===== src/hdl/lkvc_pkg.sv =====
`timescale 1ns / 1ps
package lkvc_pkg;

   localparam int ENTRIES_DEFAULT = 16;
   localparam int KEY_W           = 32;
   localparam int VALUE_W         = 32;
   localparam int CAP_W           = 5;

   localparam logic [CAP_W-1:0] CAPACITY_RESET = CAP_W'(16);

   localparam logic OP_GET = 1'b0;
   localparam logic OP_PUT = 1'b1;

   typedef struct packed {
      logic                      op;
      logic signed [KEY_W-1:0]   key;
      logic signed [VALUE_W-1:0] value;
   } req_type;

   typedef struct packed {
      logic                      hit;
      logic signed [VALUE_W-1:0] read_value;
   } rsp_type;

   typedef enum logic [1:0] {
      ST_IDLE,
      ST_MATCH,
      ST_UPDATE,
      ST_RESP
   } state_type;

   typedef struct packed {
      logic load;
      logic capture;
      logic update;
   } ctrl_cmd_type;

   typedef struct packed {
      logic op;
   } ctrl_status_type;

endpackage


===== src/hdl/lkvc_ram.sv =====
`timescale 1ns / 1ps
module lkvc_ram #(
   parameter int WIDTH = 32,
   parameter int DEPTH = 16
) (
   input  logic                     clock,
   input  logic                     write_en,
   input  logic [$clog2(DEPTH)-1:0] write_addr,
   input  logic [WIDTH-1:0]         write_data,
   input  logic [$clog2(DEPTH)-1:0] read_addr,
   output logic [WIDTH-1:0]         read_data
);

   logic [WIDTH-1:0] mem_ff [DEPTH];
   logic [WIDTH-1:0] read_data_ff;

   always_ff @(posedge clock) begin
      if (write_en) begin
         mem_ff[write_addr] <= write_data;
      end
      read_data_ff <= mem_ff[read_addr];
   end

   assign read_data = read_data_ff;

endmodule


===== src/hdl/lkvc_ctrl.sv =====
`timescale 1ns / 1ps
module lkvc_ctrl (
   input  logic                    clock,
   input  logic                    reset,
   input  logic                    start,
   input  lkvc_pkg::ctrl_status_type status,
   output lkvc_pkg::ctrl_cmd_type  cmd,
   output logic                    busy,
   output logic                    rsp_strobe
);

   import lkvc_pkg::*;

   state_type state_ff;
   state_type state_in;

   always_ff @(posedge clock) begin
      if (reset) begin
         state_ff <= ST_IDLE;
      end else begin
         state_ff <= state_in;
      end
   end

   always_comb begin
      state_in = state_ff;
      case (state_ff)
         ST_IDLE: begin
            if (start) begin
               state_in = ST_MATCH;
            end
         end
         ST_MATCH: begin
            state_in = ST_UPDATE;
         end
         ST_UPDATE: begin
            if (status.op == OP_GET) begin
               state_in = ST_RESP;
            end else begin
               state_in = ST_IDLE;
            end
         end
         ST_RESP: begin
            state_in = ST_IDLE;
         end
         default: begin
            state_in = ST_IDLE;
         end
      endcase
   end

   always_comb begin
      cmd        = '0;
      busy       = 1'b1;
      rsp_strobe = 1'b0;
      case (state_ff)
         ST_IDLE: begin
            busy     = 1'b0;
            cmd.load = start;
         end
         ST_MATCH: begin
            cmd.capture = 1'b1;
         end
         ST_UPDATE: begin
            cmd.update = 1'b1;
         end
         ST_RESP: begin
            rsp_strobe = 1'b1;
         end
         default: begin
            busy = 1'b1;
         end
      endcase
   end

endmodule


===== src/hdl/lkvc_datapath.sv =====
`timescale 1ns / 1ps
module lkvc_datapath #(
   parameter int ENTRIES = lkvc_pkg::ENTRIES_DEFAULT
) (
   input  logic                       clock,
   input  logic                       reset,
   input  lkvc_pkg::req_type          req_item,
   input  logic                       csr_write_en,
   input  logic [lkvc_pkg::CAP_W-1:0] csr_write_data,
   input  lkvc_pkg::ctrl_cmd_type     cmd,
   output lkvc_pkg::ctrl_status_type  status,
   output lkvc_pkg::rsp_type          rsp_item
);

   import lkvc_pkg::*;

   localparam int IDX_W  = $clog2(ENTRIES);
   localparam int RANK_W = IDX_W;
   localparam int CNT_W  = $clog2(ENTRIES + 1);
   localparam int CMP_W  = ((CNT_W > CAP_W) ? CNT_W : CAP_W) + 1;

   req_type            req_ff;
   logic [CAP_W-1:0]   capacity_ff;
   logic [KEY_W-1:0]   key_ff [ENTRIES];
   logic [ENTRIES-1:0] valid_ff;
   logic [ENTRIES-1:0] valid_in;
   logic [RANK_W-1:0]  rank_ff [ENTRIES];
   logic [RANK_W-1:0]  rank_in [ENTRIES];
   logic [CNT_W-1:0]   count_ff;
   logic [CNT_W-1:0]   count_in;

   // lookup results held for the update step
   logic [ENTRIES-1:0] hit_vec_ff;
   logic [ENTRIES-1:0] hit_vec_in;
   logic               hit_ff;
   logic [IDX_W-1:0]   hit_idx_ff;
   logic [IDX_W-1:0]   hit_idx_in;
   logic [RANK_W-1:0]  hit_rank_ff;
   logic [RANK_W-1:0]  hit_rank_in;
   logic [IDX_W-1:0]   victim_idx_ff;
   logic [IDX_W-1:0]   victim_idx_in;
   logic [IDX_W-1:0]   free_idx_ff;
   logic [IDX_W-1:0]   free_idx_in;
   logic               evict_ff;
   logic               evict_in;

   logic [RANK_W-1:0]  last_rank;
   logic [CMP_W-1:0]   cap_ext;
   logic [CMP_W-1:0]   eff_cap;
   logic [IDX_W-1:0]   slot;
   logic               ram_we;
   logic [IDX_W-1:0]   ram_waddr;
   logic [VALUE_W-1:0] ram_rdata;

   always_ff @(posedge clock) begin
      if (reset) begin
         capacity_ff <= CAPACITY_RESET;
      end else if (csr_write_en) begin
         capacity_ff <= csr_write_data;
      end
   end

   always_ff @(posedge clock) begin
      if (cmd.load) begin
         req_ff <= req_item;
      end
   end

   // effective capacity, clamped to one .. ENTRIES
   always_comb begin
      cap_ext = CMP_W'(capacity_ff);
      eff_cap = cap_ext;
      if (cap_ext == '0) begin
         eff_cap = CMP_W'(1);
      end else if (cap_ext > CMP_W'(ENTRIES)) begin
         eff_cap = CMP_W'(ENTRIES);
      end
   end

   assign last_rank = RANK_W'(count_ff - CNT_W'(1));

   always_comb begin
      hit_vec_in    = '0;
      hit_idx_in    = '0;
      hit_rank_in   = '0;
      victim_idx_in = '0;
      free_idx_in   = '0;
      for (int i = 0; i < ENTRIES; i++) begin
         hit_vec_in[i] = valid_ff[i] && (key_ff[i] == req_ff.key);
      end
      for (int i = ENTRIES - 1; i >= 0; i--) begin
         if (hit_vec_in[i]) begin
            hit_idx_in = IDX_W'(i);
         end
         if (valid_ff[i] && (rank_ff[i] == last_rank)) begin
            victim_idx_in = IDX_W'(i);
         end
         if (!valid_ff[i]) begin
            free_idx_in = IDX_W'(i);
         end
      end
      for (int i = 0; i < ENTRIES; i++) begin
         if (hit_vec_in[i]) begin
            hit_rank_in = hit_rank_in | rank_ff[i];
         end
      end
      evict_in = CMP_W'(count_ff) >= eff_cap;
   end

   always_ff @(posedge clock) begin
      if (cmd.capture) begin
         hit_vec_ff    <= hit_vec_in;
         hit_ff        <= |hit_vec_in;
         hit_idx_ff    <= hit_idx_in;
         hit_rank_ff   <= hit_rank_in;
         victim_idx_ff <= victim_idx_in;
         free_idx_ff   <= free_idx_in;
         evict_ff      <= evict_in;
      end
   end

   assign slot = evict_ff ? victim_idx_ff : free_idx_ff;

   always_comb begin
      valid_in  = valid_ff;
      rank_in   = rank_ff;
      count_in  = count_ff;
      ram_we    = 1'b0;
      ram_waddr = hit_idx_ff;
      if (cmd.update) begin
         if (hit_ff) begin
            // touch: more recent entries age by one
            for (int i = 0; i < ENTRIES; i++) begin
               if (hit_vec_ff[i]) begin
                  rank_in[i] = '0;
               end else if (valid_ff[i] && (rank_ff[i] < hit_rank_ff)) begin
                  rank_in[i] = rank_ff[i] + RANK_W'(1);
               end
            end
            ram_we = (req_ff.op == OP_PUT);
         end else if (req_ff.op == OP_PUT) begin
            // insert, reusing the least recent slot when full
            ram_we    = 1'b1;
            ram_waddr = slot;
            for (int i = 0; i < ENTRIES; i++) begin
               if (IDX_W'(i) == slot) begin
                  rank_in[i]  = '0;
                  valid_in[i] = 1'b1;
               end else if (valid_ff[i]) begin
                  rank_in[i] = rank_ff[i] + RANK_W'(1);
               end
            end
            if (!evict_ff) begin
               count_in = count_ff + CNT_W'(1);
            end
         end
      end
   end

   always_ff @(posedge clock) begin
      if (reset) begin
         valid_ff <= '0;
         rank_ff  <= '{default: '0};
         count_ff <= '0;
      end else begin
         valid_ff <= valid_in;
         rank_ff  <= rank_in;
         count_ff <= count_in;
      end
   end

   always_ff @(posedge clock) begin
      if (cmd.update && !hit_ff && (req_ff.op == OP_PUT)) begin
         key_ff[slot] <= req_ff.key;
      end
   end

   lkvc_ram #(
      .WIDTH (VALUE_W),
      .DEPTH (ENTRIES)
   ) u_value_ram (
      .clock      (clock),
      .write_en   (ram_we),
      .write_addr (ram_waddr),
      .write_data (req_ff.value),
      .read_addr  (hit_idx_ff),
      .read_data  (ram_rdata)
   );

   assign status.op           = req_ff.op;
   assign rsp_item.hit        = hit_ff;
   assign rsp_item.read_value = hit_ff ? ram_rdata : '0;

endmodule


===== src/hdl/lru_key_value_cache_unit.sv =====
`timescale 1ns / 1ps
// Fully associative key/value cache with least-recently-used replacement over ENTRIES
// slots. An item is taken when start is high and busy is low. A get returns one result
// on rsp_item, strobed by rsp_strobe for a single cycle in the result state after the
// update step; the receiver must take it then, as it cannot stall the block. A put
// returns nothing. An item holds the block busy through its steps in order: the
// registered compare of the key against every slot, the recency and slot update
// together with the read of the value memory, and on a get the presentation of the
// result. The capacity register resets to 16 and is clamped to the range one to
// ENTRIES; lowering it below the current fill keeps all entries, and each later insert
// then replaces the least recent one.
module lru_key_value_cache_unit #(
   parameter int ENTRIES = lkvc_pkg::ENTRIES_DEFAULT
) (
   input  logic                       clock,
   input  logic                       reset,
   input  logic                       start,
   output logic                       busy,
   input  lkvc_pkg::req_type          req_item,
   output logic                       rsp_strobe,
   output lkvc_pkg::rsp_type          rsp_item,
   input  logic                       csr_write_en,
   input  logic [lkvc_pkg::CAP_W-1:0] csr_write_data
);

   import lkvc_pkg::*;

   ctrl_cmd_type    cmd;
   ctrl_status_type status;

   lkvc_ctrl u_ctrl (
      .clock      (clock),
      .reset      (reset),
      .start      (start),
      .status     (status),
      .cmd        (cmd),
      .busy       (busy),
      .rsp_strobe (rsp_strobe)
   );

   lkvc_datapath #(
      .ENTRIES (ENTRIES)
   ) u_datapath (
      .clock          (clock),
      .reset          (reset),
      .req_item       (req_item),
      .csr_write_en   (csr_write_en),
      .csr_write_data (csr_write_data),
      .cmd            (cmd),
      .status         (status),
      .rsp_item       (rsp_item)
   );

endmodule


===== config.mk =====
export PLATFORM = sky130hd
export DESIGN_NAME = lru_key_value_cache_unit
export DESIGN_NICKNAME = d
export VERILOG_FILES = /design/src/hdl/lkvc_pkg.sv /design/src/hdl/lkvc_ram.sv /design/src/hdl/lkvc_ctrl.sv /design/src/hdl/lkvc_datapath.sv /design/src/hdl/lru_key_value_cache_unit.sv
export SDC_FILE = /design/constraint.sdc
export NUM_CORES = 2
export LEC_CHECK = 0
export BUFFER_PORTS_ARGS = -buffer_cell sky130_fd_sc_hd__buf_4
export CAP_MARGIN = 10
export CORE_MARGIN = 1.5
export CORE_UTILIZATION = 40
export CTS_BUF_LIST = sky130_fd_sc_hd__clkbuf_16
export DETAILED_ROUTE_END_ITERATION = 8
export GPL_TIMING_DRIVEN = 0
export PLACE_DENSITY = 0.57
export SLEW_MARGIN = 20
export SYNTH_ARGS = -nofsm -noshare
export SYNTH_HDL_FRONTEND = slang
export SYNTH_SLANG_ARGS = --single-unit

===== constraint.sdc =====
create_clock -name clock -period 6.5 [get_ports clock]
set_input_delay 0.65 -clock clock [delete_from_list [all_inputs] [get_ports clock]]
set_output_delay 0.65 -clock clock [all_outputs]
set_load 0.01 [all_outputs]

Word-level counts from Yosys, hierarchy flattened
Memories as Yosys holds them, arrays and structs flattened. A register that Yosys moved wholly into a read port is not among the register bits.
Cells that the tools add are included.

word-level totals
  register bits = 191
  bits in writable memories = 1024
  bits of input ports = 74
  output and inout bits = 35
  memories = 2

memories
  memory                         depth  width  rd ports  clocked after memory_dff  write ports  line                 RTL
  u_datapath.key_ff              16     32     16        0                         1            lkvc_datapath.sv:24  logic [KEY_W-1:0] key_ff [ENTRIES];
  u_datapath.u_value_ram.mem_ff  16     32     1         1                         1            lkvc_ram.sv:14       logic [WIDTH-1:0] mem_ff [DEPTH];

operators by class
  add/subtract/negate cells = 18
  order comparisons = 18
  eq/ne operators = 67
  muxes and demuxes = 149
  bitwise gates (word level) = 17
  reduce and logical (&&, ||, !) cells = 114

operator list
  operator                                                         count
  32-bit == test                                                   16
  4-bit two-way mux                                                108
  4-bit AND reduction                                              34
  64-bit two-way mux                                               2
  4-bit by 1-bit adder with 4-bit output, second input constant    16
  4-bit == test                                                    16
  4-bit less-than comparator                                       16
  4-bit bitwise OR                                                 15
  1-bit logical AND                                                50
  3-bit by 2-bit != test with 1-bit output, second input constant  16
  3-bit nonzero test                                               16
  3-bit two-way mux                                                12
  4-bit == test, first input constant                              8
  32-bit two-way mux                                               1
  3-bit by 4-bit == test with 1-bit output, first input constant   4
  2-bit two-way mux                                                8
  16-bit OR reduction                                              1
  8-bit OR reduction                                               2
  1-bit two-way mux                                                15
  2-bit by 4-bit == test with 1-bit output, first input constant   2
  2-bit case mux with 4 select lines                               1
  8-bit AND reduction                                              1
  4-bit OR reduction                                               2
  5-bit by 6-bit greater-or-equal comparator with 1-bit output     1
  17 further kinds                                                 20

Logic depth before layout (Yosys ltp)
An unclocked memory read counts as a cell.

  word-level depth = 34
  gate-level depth with buffers = 13

By module
A second synthesis with hierarchy kept.

unflattened totals
  cell total of the unflattened synthesis = 3160
  area, all modules = 51772.2 um2

by module, submodules not included
  module         instances  cells an instance  area each (um2)  sequential area each (um2)
  lkvc_datapath  1          2309               31826.8          20149.3
  lkvc_ram       1          838                19835.3          16015.4
  lkvc_ctrl      1          13                 110.1            40.0

Least setup slack after synthesis
No wires, ideal clock.

  kind = register -> register
  start point = register u_ctrl.state_ff[1]
  end point = register u_datapath.req_ff[0] (netlist name), enable pin
  arrival = 3.393 ns
  path slack = 2.618 ns
  cell stages (with the launch flop) = 3
  buffers on the path = 0
  period minus slack after synthesis = 3.882 ns
  cell sequence = dfxtp_1 or2_2 nor2_1

RTL lines
  element                 line                 RTL
  from (decl)             lkvc_ctrl.sv:14      state_type state_ff;
  from (signal assigned)  lkvc_ctrl.sv:21      state_ff <= state_in;
  to (signal assigned)    lkvc_datapath.sv:65  req_ff <= req_item;
  to (decl)               lkvc_datapath.sv:22  req_type req_ff;

Worst setup path in the final report
  start point = register u_datapath.req_ff[42] (netlist name)
  end point = register u_datapath.hit_idx_ff[0], data pin

on the way
  elaborated cells between the ends (all ways) = 47

RTL lines
  element                             line                  RTL
  32-bit == test                      lkvc_datapath.sv:89   hit_vec_in[i] = valid_ff[i] && (key_ff[i] == req_ff.key);
  1-bit logical AND                   lkvc_datapath.sv:89
  named net u_datapath.hit_vec_in[1]  lkvc_datapath.sv:34   logic [ENTRIES-1:0] hit_vec_in;
  1-bit two-way mux                   lkvc_datapath.sv:92   if (hit_vec_in[i]) begin
  to (signal assigned)                lkvc_datapath.sv:114  hit_idx_ff <= hit_idx_in;
  to (decl)                           lkvc_datapath.sv:36   logic [IDX_W-1:0] hit_idx_ff;

The timed path passes the listed nets, and every way through them passes these cells.
A chain may end at the register's enable or synchronous reset.

==> impl_metrics.yaml <==
sta:
  drv_slew: 0
  hold_viol: 0
  setup_viol: 0
  fin_crit_ns: 5.179
  max_slew.worst_pin.slew_ns: 1.179
  relSlewSlack_pct: 21.39
  fin_crit_sh_pct: 79.67
  whs_ns: 0.04996
  rsz0062_at_grt: "no"
  finClkSkew_ns: 0.02844
  fmax_ghz: 0.1931
cts:
  cts_resized: 0
  h-tree-depth: 4
  cts.sinks: 1247
  clockRootBuffer: "clkbuf_16"
  worstSkewPairLatency_ns: 0.77
  ctsHoldBuffers: 0
  cts_made_buffers: 136
  cts_tree: "built"
  clkTransAtPathRegs_ns: 0.06
  clk_path_buf_depth: 3
  cts_setup_buffers: 0
global_routing:
  antenna_found_initial: 2
  grt_max_degree: 29
  grt_pass1_vias: 28060
  grt_pass1_wl_um: 208400
  grt_use_total_pct: 22.50
  grt-ovfl-total: 0
synthesis:
  yosysUniqueCellTypes: 63
  async_flop_share_pct: 0
  synth_edf_count: 1123
  syn_area_per_cell_um2: 16.74
  synth_cells: 3080
  syn-num-nets: 3225
  yosys_warnings: 0
  ys_seq_area_share_pct: 70.21
  syn-cell-area_mm2: 0.05157
  ys.flop_type: "edfxtp_1"
  synth_seq_cells: 1247
status:
  status: "complete, no violations"
floorplan:
  core_mm2: 0.1277
  fp-row-count: 131
  dieWidth_um: 362.1
  start_util_pct: 40.39
  die_h_um: 362.1
  pin_count: 109
  dieArea_mm2: 0.1311
finish:
  nNetsFinal: 3539
  finalNonFillerCells: 5164
  drive_above_1_share_pct: 19.14
  utilization_pct: 47.52
  area_growth_pct: 17.66
  final_area_mm2: 0.06068
power:
  p_per_area_mw_per_mm2: 287.8
  switchingPower_mw: 3.951
  ir_drop_mv: 0.2561
  leakage_nw: 20.34
  clkPwrFrac_pct: 43.4
  seqPwrFrac_pct: 51.6
  total_power_mw: 17.47
  switching_share_pct: 22.62
  power_frac_comb_pct: 5.0
  intPower_mw: 13.52
critical_path:
  critPathCaptureType: "flip-flop"
  crit_type: "flip-flop to flip-flop"
  timing.rr.start: "u_datapath.req_ff[42]"
  path_cells: "buf_2, buf_2, xnor2_1, nand4_1, nor4_1, nand4_1, nor4_2, a21oi_1, o22ai_1"
  reg2reg_to: "u_datapath.hit_idx_ff[0]"
  crit_fanout: 17
  worst-path-buf-inv: 2
  critPathTopFamily: "simple AND/OR/NAND/NOR gates"
  arrival_ns: 5.72
  ff2ff_path_depth: 9
  r2r_slack_ns: 1.32
  worstPathRequired_ns: 7.04
  cpPeakStageDelay_ns: 1.08
  worst_path_max_delay_cell: "edfxtp_1"
  crit_path_start_kind: "flip-flop"
route:
  antenna_left: 0
  drt_iter0_markers: 3143
  totalWireLength_um: 147000
  drc: 0
  via_per_inst: 5.534
  dr_total_vias: 28580
  wire_per_inst_um: 28.46
  drtPass1Iterations: 5
placed_design:
  gp_congestion: 0.9119
  port_buffers: 106
  dp_hpwl_um: 95360
  dpl_cell_area_mm2: 0.05623
  dpl.cell_count: 4914
min_path:
  min_path_type: "input port to flip-flop"
  hp-start: "req_item[48]"
  min_to: "u_datapath.req_ff[48]"
  holdPathStages: 1
job:
  drv_cap: 0
through the flow:
step | setup slack (ns) | setup TNS (ns)
after floorplan | 2.618 | 0
after global placement | -0.6459 | -39.68
after detailed placement | 1.350 | 0
after CTS | 1.308 | 0
after global routing | 1.317 | 0
final | 1.321 | 0
power by group through the flow:
stage,clock network [mW],registers [mW],logic [mW]
2_1_floorplan,0,9.08,0.490
4_1_cts,7.69,9.01,0.881
3_5_place_dp,0,9.18,0.878
6_report,7.58,9.01,0.881
3_3_place_gp,0,9.22,0.783
5_1_grt,8.00,9.01,0.935
worst reg2reg max path: cells and delay by family (launching register included):
family,cells,cell delay [ns]
DFF,1,1.08
AOI/OAI and AO/OA,2,0.43
and+or+nand+nor,4,2.22
buffers and inverters,2,1.02
xor gates and xnor gates,1,0.20
synth_stat cells (9+ instances only):
master,instances,area (um2)
a22o_1,16,140.1
buf_4,15,112.6
ha_1,71,888.4
nor3_1,30,150.1
mux2i_1,9,90.09
and2_1,33,206.5
a221oi_1,16,140.1
buf_2,53,265.3
edfxtp_1,1123,33720
xnor2_1,346,3030
o21ai_0,17,85.08
buf_1,16,60.06
a21o_1,36,270.3
nand4_1,114,713.2
o311ai_0,16,140.1
clkbuf_1,41,153.9
nand3_1,35,175.2
inv_1,38,142.6
nand2_1,99,371.6
dfxtp_1,124,2482
mux4_2,160,3603
xor2_1,276,2417
a21oi_1,42,210.2
nand2b_1,26,162.7
nor4_1,55,344.1
nor2_1,175,656.9
a31oi_1,9,56.30
cell families (layout without fill, tap and decap cells):
group / count (synthesis) / in the layout / synth area share (%)
XOR/XNOR: 624 / 624 / 10.63
buffers and inverters: 166 / 587 / 1.478
adder cells (fa/ha/maj): 71 / 71 / 1.723
other: 0 / 1 / 0
AO/OA/AOI/OAI: 196 / 196 / 2.696
flip-flops: 1247 / 1247 / 70.21
AND/OR/NAND/NOR: 607 / 607 / 6.109
multiplexers: 169 / 169 / 7.162
how the worst max path moves through the flow:
stage / depth (start not counted) / startpoint / to / slack [ns]
detailed placement: 9 / u_datapath.req_ff[44] / u_datapath.hit_idx_ff[3] / 1.35
floorplan: 2 / u_ctrl.state_ff[1] / u_datapath.req_ff[0] / 2.62
CTS: 9 / u_datapath.req_ff[44] / u_datapath.hit_idx_ff[0] / 1.31
global route: 10 / u_datapath.req_ff[42] / u_datapath.hit_rank_ff[0] / 1.32
finish: 9 / u_datapath.req_ff[42] / u_datapath.hit_idx_ff[0] / 1.32
global placement: 3 / start / u_datapath.req_ff[47] / -0.65
layer usage:
metal,vias to the layer above,track usage [%],routed length (um)
met4,0,5.841,2930
met3,176,2.917,8792
li1,12380,-,-
met1,15020,32.54,65570
met5,-,0,0
met2,1001,35.93,69670
state kept, by name, indices dropped and copies added, names as in the netlist, 4 cells and up:
register                          cells
u_datapath.count_ff                   5
u_datapath.hit_idx_ff                 4
u_datapath.rank_ff                   64
u_datapath.u_value_ram.mem_ff       512
u_datapath.hit_vec_ff                16
u_datapath.key_ff                   512
u_datapath.free_idx_ff                4
u_datapath.capacity_ff                5
u_datapath.victim_idx_ff              4
u_datapath.valid_ff                  16
u_datapath.req_ff                    64
u_datapath.u_value_ram.read_data     32
u_datapath.hit_rank_ff                4
cell usage in the layout (no fill, tap or decap), drive strengths merged, types with 3 or more instances in the layout:
cell,synthesis,final
mux4,160,160
inv,38,83
a211oi,3,3
nor4,66,66
nor3,34,34
nor2,175,175
nor2b,6,6
or2,7,7
nand4,114,114
nand2,99,99
xnor2,347,347
or3,5,5
clkbuf,42,188
clkinv,0,47
a21o,36,36
a21boi,5,5
a22o,16,16
o311ai,16,16
o31ai,8,8
a21oi,42,42
nand3,35,35
dfxtp,124,124
xor2,277,277
buf,86,256
edfxtp,1123,1123
clkinvlp,0,3
a31oi,9,9
or4,3,3
nand2b,26,26
o31a,8,8
mux2i,9,9
o21bai,4,4
a221oi,16,16
and2,33,33
bufinv,0,10
o21ai,19,19
ha,71,71
cell type report:
cell class                 instances  area (um2)
antenna                            1       2.502
buffer                           128       633.1
clock buffer                     140        3503
clock inverter                   105       857.1
fill                           10840       67010
inverter                          38       142.6
multi-input combinational       1667       14940
sequential                      1247       36200
tap                             1662        2079
timing repair buffer             176        2318
No activity file was read; power rests on OpenSTA's default activity.
